## src/design/jsu_pkg.sv

```systemverilog
// shared types, codes and decode helpers for the json string unescaper
`default_nettype none

package jsu_pkg;

   localparam int unsigned MAX_RESULTS = 4;

   localparam logic [1:0] KIND_DATA   = 2'd0;
   localparam logic [1:0] KIND_CLOSED = 2'd1;
   localparam logic [1:0] KIND_UNTERM = 2'd2;
   localparam logic [1:0] KIND_BADESC = 2'd3;

   localparam logic [7:0] CHAR_QUOTE     = 8'h22;
   localparam logic [7:0] CHAR_BACKSLASH = 8'h5C;
   localparam logic [7:0] CHAR_SLASH     = 8'h2F;
   localparam logic [7:0] CHAR_U         = 8'h75;

   localparam logic [15:0] CP_ONE_MAX = 16'h007F;
   localparam logic [15:0] CP_TWO_MAX = 16'h07FF;
   localparam logic [7:0]  UTF_LEAD2  = 8'hC0;
   localparam logic [7:0]  UTF_LEAD3  = 8'hE0;
   localparam logic [7:0]  UTF_CONT   = 8'h80;
   localparam logic [7:0]  MASK_CONT  = 8'h3F;
   localparam logic [7:0]  MASK_LEAD2 = 8'h1F;
   localparam logic [7:0]  MASK_LEAD3 = 8'h0F;

   typedef enum logic [6:0] {
      MODE_BODY = 7'b0000001,
      MODE_ESC  = 7'b0000010,
      MODE_HEX1 = 7'b0000100,
      MODE_HEX2 = 7'b0001000,
      MODE_HEX3 = 7'b0010000,
      MODE_HEX4 = 7'b0100000,
      MODE_SKIP = 7'b1000000
   } mode_type;

   typedef struct packed {
      logic [7:0] in_byte;
      logic       in_last;
   } req_payload_type;

   typedef struct packed {
      logic [7:0] out_byte;
      logic [1:0] kind;
      logic       out_last;
   } rsp_payload_type;

   // bit 4 flags a valid digit
   function automatic logic [4:0] hex_value(input logic [7:0] b);
      logic [4:0] r;
      r = 5'd0;
      if (b >= 8'h30 && b <= 8'h39) begin
         r = {1'b1, 4'(b - 8'h30)};
      end else if (b >= 8'h61 && b <= 8'h66) begin
         r = {1'b1, 4'(b - 8'h57)};
      end else if (b >= 8'h41 && b <= 8'h46) begin
         r = {1'b1, 4'(b - 8'h37)};
      end
      return r;
   endfunction

   // bit 8 flags a known single byte escape
   function automatic logic [8:0] escape_byte(input logic [7:0] b);
      logic [8:0] r;
      case (b)
         CHAR_QUOTE:     r = {1'b1, CHAR_QUOTE};
         CHAR_BACKSLASH: r = {1'b1, CHAR_BACKSLASH};
         CHAR_SLASH:     r = {1'b1, CHAR_SLASH};
         8'h62:          r = {1'b1, 8'h08};
         8'h66:          r = {1'b1, 8'h0C};
         8'h6E:          r = {1'b1, 8'h0A};
         8'h72:          r = {1'b1, 8'h0D};
         8'h74:          r = {1'b1, 8'h09};
         default:        r = 9'd0;
      endcase
      return r;
   endfunction

endpackage

`default_nettype wire

```

## src/design/json_string_unescaper_top.sv

```systemverilog
// json string body unescaper: one byte in, up to four results out
// the results of an item go first into the result list register, then one at a time into the rsp_ register
// throughput: one item per cycle while each item gives at most one result and rsp_stall is low;
// an item that gives several results holds req_ stalled until its last result moves into the single
// rsp_ register; items that give no result never stall req_
// reset: synchronous, empties the result list, clears the output valid flag and the hex accumulator, parse mode to body
`default_nettype none

module json_string_unescaper_top
   import jsu_pkg::*;
(
   input  wire             clock,
   input  wire             reset,
   input  wire             req_valid,
   output logic            req_stall,
   input  req_payload_type req_data,
   output logic            rsp_valid,
   input  wire             rsp_stall,
   output rsp_payload_type rsp_data
);

   mode_type        mode_ff, mode_in;
   logic [11:0]     accum_ff, accum_in;
   rsp_payload_type list_ff [MAX_RESULTS];
   rsp_payload_type gen [MAX_RESULTS];
   logic [2:0]      left_ff, left_in;
   logic [1:0]      idx_ff, idx_in;
   logic [2:0]      gen_cnt;
   logic            rsp_valid_ff, rsp_valid_in;
   rsp_payload_type rsp_data_ff, rsp_data_in;

   logic        out_free, drain, accept, open_end;
   logic [7:0]  b;
   logic [4:0]  hv;
   logic [8:0]  ev;
   logic [15:0] cp;

   assign b        = req_data.in_byte;
   assign hv       = hex_value(b);
   assign ev       = escape_byte(b);
   assign cp       = {accum_ff, hv[3:0]};
   assign out_free = !rsp_valid_ff || !rsp_stall;
   assign drain    = out_free && (left_ff != 3'd0);
   assign req_stall = !((left_ff == 3'd0) || (drain && left_ff == 3'd1));
   assign accept   = req_valid && !req_stall;

   // decode one byte into its result list
   always_comb begin
      for (int i = 0; i < MAX_RESULTS; i++) begin
         gen[i] = '0;
      end
      gen_cnt  = 3'd0;
      mode_in  = mode_ff;
      accum_in = accum_ff;
      open_end = 1'b0;
      case (mode_ff)
         MODE_BODY: begin
            if (b == CHAR_QUOTE) begin
               gen[gen_cnt[1:0]].kind = KIND_CLOSED;
               gen_cnt = gen_cnt + 3'd1;
               mode_in = MODE_SKIP;
            end else if (b == CHAR_BACKSLASH) begin
               mode_in  = MODE_ESC;
               open_end = 1'b1;
            end else begin
               gen[gen_cnt[1:0]].out_byte = b;
               gen_cnt  = gen_cnt + 3'd1;
               open_end = 1'b1;
            end
         end
         MODE_ESC: begin
            if (b == CHAR_U) begin
               accum_in = '0;
               mode_in  = MODE_HEX1;
               if (req_data.in_last) begin
                  gen[gen_cnt[1:0]].kind = KIND_BADESC;
                  gen_cnt = gen_cnt + 3'd1;
               end
            end else begin
               if (ev[8]) begin
                  gen[gen_cnt[1:0]].out_byte = ev[7:0];
                  gen_cnt = gen_cnt + 3'd1;
               end
               mode_in  = MODE_BODY;
               open_end = 1'b1;
            end
         end
         MODE_HEX1, MODE_HEX2, MODE_HEX3: begin
            if (!hv[4]) begin
               gen[gen_cnt[1:0]].kind = KIND_BADESC;
               gen_cnt = gen_cnt + 3'd1;
               mode_in = MODE_SKIP;
            end else begin
               accum_in = {accum_ff[7:0], hv[3:0]};
               mode_in  = (mode_ff == MODE_HEX1) ? MODE_HEX2 :
                          (mode_ff == MODE_HEX2) ? MODE_HEX3 : MODE_HEX4;
               if (req_data.in_last) begin
                  gen[gen_cnt[1:0]].kind = KIND_BADESC;
                  gen_cnt = gen_cnt + 3'd1;
               end
            end
         end
         MODE_HEX4: begin
            if (!hv[4]) begin
               gen[gen_cnt[1:0]].kind = KIND_BADESC;
               gen_cnt = gen_cnt + 3'd1;
               mode_in = MODE_SKIP;
            end else begin
               if (cp <= CP_ONE_MAX) begin
                  gen[0].out_byte = cp[7:0];
                  gen_cnt = 3'd1;
               end else if (cp <= CP_TWO_MAX) begin
                  gen[0].out_byte = UTF_LEAD2 | ({2'b00, cp[11:6]} & MASK_LEAD2);
                  gen[1].out_byte = UTF_CONT | ({2'b00, cp[5:0]} & MASK_CONT);
                  gen_cnt = 3'd2;
               end else begin
                  gen[0].out_byte = UTF_LEAD3 | ({4'h0, cp[15:12]} & MASK_LEAD3);
                  gen[1].out_byte = UTF_CONT | ({2'b00, cp[11:6]} & MASK_CONT);
                  gen[2].out_byte = UTF_CONT | ({2'b00, cp[5:0]} & MASK_CONT);
                  gen_cnt = 3'd3;
               end
               mode_in  = MODE_BODY;
               open_end = 1'b1;
            end
         end
         default: begin
         end
      endcase
      if (req_data.in_last) begin
         if (open_end) begin
            gen[gen_cnt[1:0]].kind = KIND_UNTERM;
            gen_cnt = gen_cnt + 3'd1;
         end
         mode_in  = MODE_BODY;
         accum_in = '0;
      end
      for (int i = 0; i < MAX_RESULTS; i++) begin
         gen[i].out_last = (3'(i) == gen_cnt - 3'd1);
      end
   end

   // result list and output register
   always_comb begin
      left_in      = left_ff;
      idx_in       = idx_ff;
      rsp_valid_in = rsp_valid_ff;
      rsp_data_in  = rsp_data_ff;
      if (drain) begin
         rsp_valid_in = 1'b1;
         rsp_data_in  = list_ff[idx_ff];
         left_in      = left_ff - 3'd1;
         idx_in       = idx_ff + 2'd1;
      end else if (out_free) begin
         rsp_valid_in = 1'b0;
      end
      if (accept) begin
         left_in = gen_cnt;
         idx_in  = 2'd0;
      end
   end

   always_ff @(posedge clock) begin
      if (reset) begin
         mode_ff      <= MODE_BODY;
         accum_ff     <= '0;
         left_ff      <= 3'd0;
         idx_ff       <= 2'd0;
         rsp_valid_ff <= 1'b0;
      end else begin
         if (accept) begin
            mode_ff  <= mode_in;
            accum_ff <= accum_in;
         end
         left_ff      <= left_in;
         idx_ff       <= idx_in;
         rsp_valid_ff <= rsp_valid_in;
      end
   end

   always_ff @(posedge clock) begin
      rsp_data_ff <= rsp_data_in;
      if (accept) begin
         for (int i = 0; i < MAX_RESULTS; i++) begin
            list_ff[i] <= gen[i];
         end
      end
   end

   assign rsp_valid = rsp_valid_ff;
   assign rsp_data  = rsp_data_ff;

   a_list_bound: assert property (@(posedge clock) disable iff (reset)
      left_ff <= 3'(MAX_RESULTS))
      else $error("result list holds more than four entries");

   a_list_index: assert property (@(posedge clock) disable iff (reset)
      left_ff != 3'd0 |-> (3'(idx_ff) + left_ff) <= 3'(MAX_RESULTS))
      else $error("result list index runs past its entries");

   a_last_body: assert property (@(posedge clock) disable iff (reset)
      accept && req_data.in_last |=> mode_ff == MODE_BODY && accum_ff == '0)
      else $error("parser not back in body mode after a last byte");

   a_kind_byte: assert property (@(posedge clock) disable iff (reset)
      rsp_valid_ff |-> (rsp_data_ff.kind == KIND_DATA || rsp_data_ff.out_byte == 8'h00))
      else $error("non-data result carries a byte");

   a_reset_idle: assert property (@(posedge clock)
      reset |=> !rsp_valid_ff && left_ff == 3'd0)
      else $error("output not idle after reset");

endmodule

`default_nettype wire

```

## config.mk

```make
export PLATFORM = sky130hd
export DESIGN_NAME = json_string_unescaper_top
export DESIGN_NICKNAME = d
export VERILOG_FILES = /design/src/design/jsu_pkg.sv /design/src/design/json_string_unescaper_top.sv
export SDC_FILE = /design/constraint.sdc
export NUM_CORES = 1
export LEC_CHECK = 0
export BUFFER_PORTS_ARGS = -buffer_cell sky130_fd_sc_hd__buf_2
export CAP_MARGIN = 10
export CORE_UTILIZATION = 35
export DETAILED_ROUTE_END_ITERATION = 12
export GPL_TIMING_DRIVEN = 0
export HOLD_SLACK_MARGIN = 0.06
export SLEW_MARGIN = 20
export SYNTH_ARGS = -nofsm -noshare
export SYNTH_HDL_FRONTEND = slang
export SYNTH_SLANG_ARGS = --single-unit
```

## constraint.sdc

```tcl
create_clock -name clock -period 9.5 [get_ports clock]
set_clock_uncertainty 0.05 [all_clocks]
set_input_delay 2.85 -clock clock [delete_from_list [all_inputs] [get_ports clock]]
set_output_delay 2.85 -clock clock [all_outputs]
set_load 0.02 [all_outputs]
```

Word-level counts from Yosys, hierarchy flattened
Memories as Yosys holds them, arrays and structs flattened. A register that Yosys moved wholly into a read port is not among the register bits.
Index checks and enable logic that the tools add are counted.
Storage, ports and cells
  output and inout bits: 13
  input port bits: 13
  memories: 1
  bits in registers: 25
  RAM bits: 44
Operators by class
  bitwise logic cells: 1
  reduce and logical (&&, ||, !) cells: 23
  equal/unequal tests: 22
  add/sub/neg operators: 7
  magnitude comparators: 10
  muxes and demuxes: 66
Memory list
  list_ff: words 4, bits a word 11, rd ports 1, clocked after memory_dff 1, wr ports 4, RTL line json_string_unescaper_top.sv:24  | rsp_payload_type list_ff [MAX_RESULTS];
Operators by type and width (count)
  8-bit two-way mux: 13
  44-bit two-way mux: 2
  9-bit one-hot mux with 8 select lines: 1
  8-bit by 7-bit == test with 1-bit output (second input constant): 7
  44-bit bitwise mux: 1
  12-bit two-way mux: 3
  7-bit two-way mux: 5
  3-bit two-way mux: 10
  7-bit one-hot mux with 4 select lines: 1
  6-bit two-way mux: 4
  12-bit one-hot mux with 2 select lines: 1
  8-bit one-hot mux with 3 select lines: 1
  11-bit demux with 2-bit select: 1
  8-bit by 6-bit == test with 1-bit output (second input constant): 2
  8-bit by 7-bit >= comparator with 1-bit output (second input constant): 2
  16-bit by 11-bit <= comparator with 1-bit output (second input constant): 1
  16-bit by 7-bit <= comparator with 1-bit output (second input constant): 1
  8-bit by 7-bit <= comparator with 1-bit output (second input constant): 2
  5-bit two-way mux: 3
  1-bit two-way mux: 13
  3-bit one-hot mux with 4 select lines: 1
  8-bit by 6-bit >= comparator with 1-bit output (second input constant): 1
  8-bit by 6-bit <= comparator with 1-bit output (second input constant): 1
  2-bit two-way mux: 4
  32 further kinds: 48

Longest topological paths before layout
  depth after elaboration: 18
  depth in mapped cells: 13
  gate-level depth less buffers: 13

Least setup slack after synthesis
OpenSTA, ideal clock, no wires.
  kind: input port to output port
  from: in rsp_stall
  to: out req_stall
  stages: 3
  arrival time: 3299 ps
  buffers on the path: 0
  data required time: 6600 ps
  setup slack: 3301 ps
  cell sequence: nand2_1 > a21oi_1 > or2_2
Between the ends
  longest elaborated chain between the ends: 6
Ends and longest elaborated chain
  start, declared: RTL line json_string_unescaper_top.sv:18  | input wire rsp_stall,
  1-bit logical NOT: RTL line json_string_unescaper_top.sv:42  | assign out_free = !rsp_valid_ff || !rsp_stall;
  1-bit logical OR: RTL line json_string_unescaper_top.sv:42
  1-bit logical AND: RTL line json_string_unescaper_top.sv:43  | assign drain = out_free && (left_ff != 3'd0);
  1-bit logical AND: RTL line json_string_unescaper_top.sv:44  | assign req_stall = !((left_ff == 3'd0) || (drain && left_ff == 3'd1));
  1-bit logical OR: RTL line json_string_unescaper_top.sv:44
  1-bit logical NOT: RTL line json_string_unescaper_top.sv:44
  end, declared: RTL line json_string_unescaper_top.sv:15  | output logic req_stall,
Every way passes these cells.

Worst setup path after layout
Same ends and word-level chain as after synthesis.

==> qor.log <==
INFO  hold_path      hold_path_depth=2
INFO  die            design.core.area=0.0109sqmm
INFO  synth          post_synth_main_area_contributors=edfxtp_1 32%, dfxtp_1 13%, ha_1 4.1%, o21ai_0 3.5%, nor2_1 3.1%
INFO  route          detail-route-antenna-nets=0
INFO  timing         fmaxAchievable=156MHz
INFO  route          post_drt_wl_per_cell=16.1microns
INFO  hold_path      class_of_the_tightest_hold_or_removal_check=flop to flop
INFO  worst_setup_path reg2reg_slack=5910ps
INFO  worst_setup_path startpoint_type=primary input
INFO  grt            track_usage=17.2%
INFO  clocking       inserted_clock_buffers=9
INFO  route          finalWirelength=9310microns
INFO  grt            pin_count_of_the_biggest_net_entering_global_routing=34
INFO  clocking       htree_num_levels=3
INFO  grt            via_count_of_the_first_global_routing_pass=3039
INFO  worst_setup_path critical_path.max_fanout=2
INFO  synth          synth_adder_area_share=4.09%
INFO  grt            antenna_found_initial=0
INFO  synth          largest_family_of_logic_cells_by_synthesized_area=simple AND/OR/NAND/NOR gates
INFO  route          drc=0
INFO  timing         finalSetupViolCount=0
INFO  clocking       tritoncts=built
INFO  placement      routabilityCongestion=0.869
INFO  finish         final_net_count=458
INFO  worst_setup_path reg2regPathDepth=10
INFO  grt            grt-ovfl-total=0
INFO  worst_setup_path setup.worst_path.class=primary input to output pin
INFO  die            die_x=109microns
INFO  synth          netlist_instances=399
INFO  synth          cell_type_with_the_highest_aggregate_area_in_the_netlist=edfxtp_1
INFO  clocking       cts_sinks=67
INFO  die            die_area=0.0118sqmm
INFO  synth          synth_compound_gate_area_share=19.0%
INFO  clocking       worst_setup_hold_path_clk_slew=50ps
INFO  placement      place_hpwl=6790microns
INFO  synth          synth.top_cell.area_share=31.7%
INFO  timing         slew_violations=0
INFO  timing         finalWorstPathRequiredPeriod=6430ps
INFO  synth          netlist_area=0.00398sqmm
INFO  synth          ys_async_sr_fraction=0%
INFO  clocking       post_cts.resized_instances=0
INFO  die            placementRows=38
INFO  route          first_iter_violations=264
INFO  clocking       clk_root_buffer_cell=clkbuf_16
INFO  clocking       clk_path_buf_depth=2
INFO  synth          synth.area.mux_share=3.71%
INFO  worst_setup_path worstSetupEndpointType=output pin
INFO  timing         timing_worst_slew_pin_value=758ps
INFO  placement      port-buffer-count=21
INFO  synth          yosysWarningCount=0
INFO  flow_run       max_cap_violations=0
INFO  outcome        outcome=completed
INFO  finish         final_layout_size_suffix_gt1_share=16.9%
INFO  clocking       cts_setup_buffers=0
INFO  die            die_height=109microns
INFO  timing         final_hold_viol_count=0
INFO  finish         fillerInstances=1074
INFO  route          route.vias.total=3211
INFO  synth          ys_ff_latch=67
INFO  synth          yosys.cell_types.count=74
INFO  worst_setup_path critical_path_arrival=3530ps
INFO  power          power_leakage=1.68nW
INFO  timing         final_worst_path_cycle_share=67.7%
INFO  timing         max_slew_margin=49.5%
INFO  finish         most_common_cell_after_layout_fill_and_taps_aside=edfxtp_1
INFO  power          ir_drop=116uV
INFO  clocking       clk_latency=330ps
INFO  route          routed_via_density=5.56
INFO  die            initial_utilization=36.4%
INFO  grt            grt_first_pass_wirelength=15500microns
INFO  synth          seq_area_frac_synth=44.3%
INFO  synth          synth_xor_xnor_area_share=1.76%
INFO  synth          post_synth_and_or_nand_nor_area_fraction=22.8%
INFO  finish         mostFrequentLayoutCells=42 x edfxtp_1, 33 x nor2_1, 28 x buf_2, 28 x o21ai_0
INFO  die            top_level_ports=26
INFO  timing         hold_ws=458ps
INFO  finish         flow.area_growth_from_synthesis=15.9%
INFO  timing         grt_setup_unrepaired=false
INFO  synth          yosys_most_used_dff=edfxtp_1
INFO  synth          synth.avg_cell_area=9.96squm
INFO  worst_setup_path critical_path_required=6600ps
INFO  route          drtPass1Iterations=5
INFO  power          power_density=251mW/mm^2
INFO  synth          synth_edf_count=42
INFO  timing         tns_setup=0ps
INFO  finish         num_antenna_cells=0
INFO  clocking       hold_fix_buffers_cts=0
INFO  synth          synth_nets=425
Yosys cell counts (all sizes together), types with 6 or more instances:
cell,number
and2,7
a31o,10
mux2i,8
a21oi,24
nand2,25
and3,6
buf,10
ha,13
nor3,11
a211oi,8
inv,18
nand3,12
nor2,33
o21ai,29
clkbuf,11
nand2b,7
dfxtp,25
nor3b,12
edfxtp,42
nand3b,6
per-stage QoR:
stage	setup slack [ps]	instances	power (W)	util [%]	cell area, sq um
after floorplan	3300	399	0.000701	-	3980
after global placement	3080	560	0.000787	38.9	4260
after detailed placement	3070	561	0.000805	39.1	4280
after CTS	3070	577	0.00117	42.1	4600
after global routing	3030	577	0.00123	42.1	4610
final	3070	577	0.00116	42.1	4610
sequential cells by signal, summed over array words and instances (netlist names):
signal	cells
accum_ff	12
list_ff	31
left_ff	3
mode_ff	7
rsp_valid	1
rsp_data	11
idx_ff	2
final cells by class:
type,instances,area (sq um),area share (%)
Inverter,19,71.3,1.55
Sequential cell,67,1760,38.2
Clock buffer,9,225,4.89
Multi-Input combinational cell,292,2050,44.5
Timing Repair Buffer,22,125,2.72
Tap cell,140,175,3.80
Clock inverter,7,100,2.17
Buffer,21,100,2.17
layer usage:
metal | vias to the layer above | part of all wire, % | track usage [%] | wire length (microns)
met5 | - | 0 | 0 | 0
met3 | 16 | 5.0 | 2.71 | 467
met1 | 1530 | 48 | 23.5 | 4490
li1 | 1566 | - | - | -
met4 | 0 | 2.2 | 7.63 | 209
met2 | 99 | 44 | 26.6 | 4140
final timing paths:
check	from	endpoint
worst max register to register	mode_ff[4]	list_ff[0][0]
worst min register to register	rsp_valid	rsp_valid
worst max-delay path	rsp_stall	req_stall
worst min-delay path	rsp_valid	rsp_valid
power by group:
part           leakage, nW  internal, W  switching, W
logic                0.906     0.000128      0.000230
clock network        0.160     0.000232      0.000130
registers            0.610     0.000415     0.0000225
kinds of logic after synthesis:
family	Yosys count
and+or+nand+nor	154
AOI/OAI and AO/OA	105
DFF	67
buffers and inverters	40
adders and majority gates	13
muxes	12
xor gates and xnor gates	8
worst max-delay path: stages:
cell and delay, ps:
buf_2 100, nand2_1 80, a21oi_1 70, or2_2 260
buf_2 160
(Power assumes the default switching activity.)
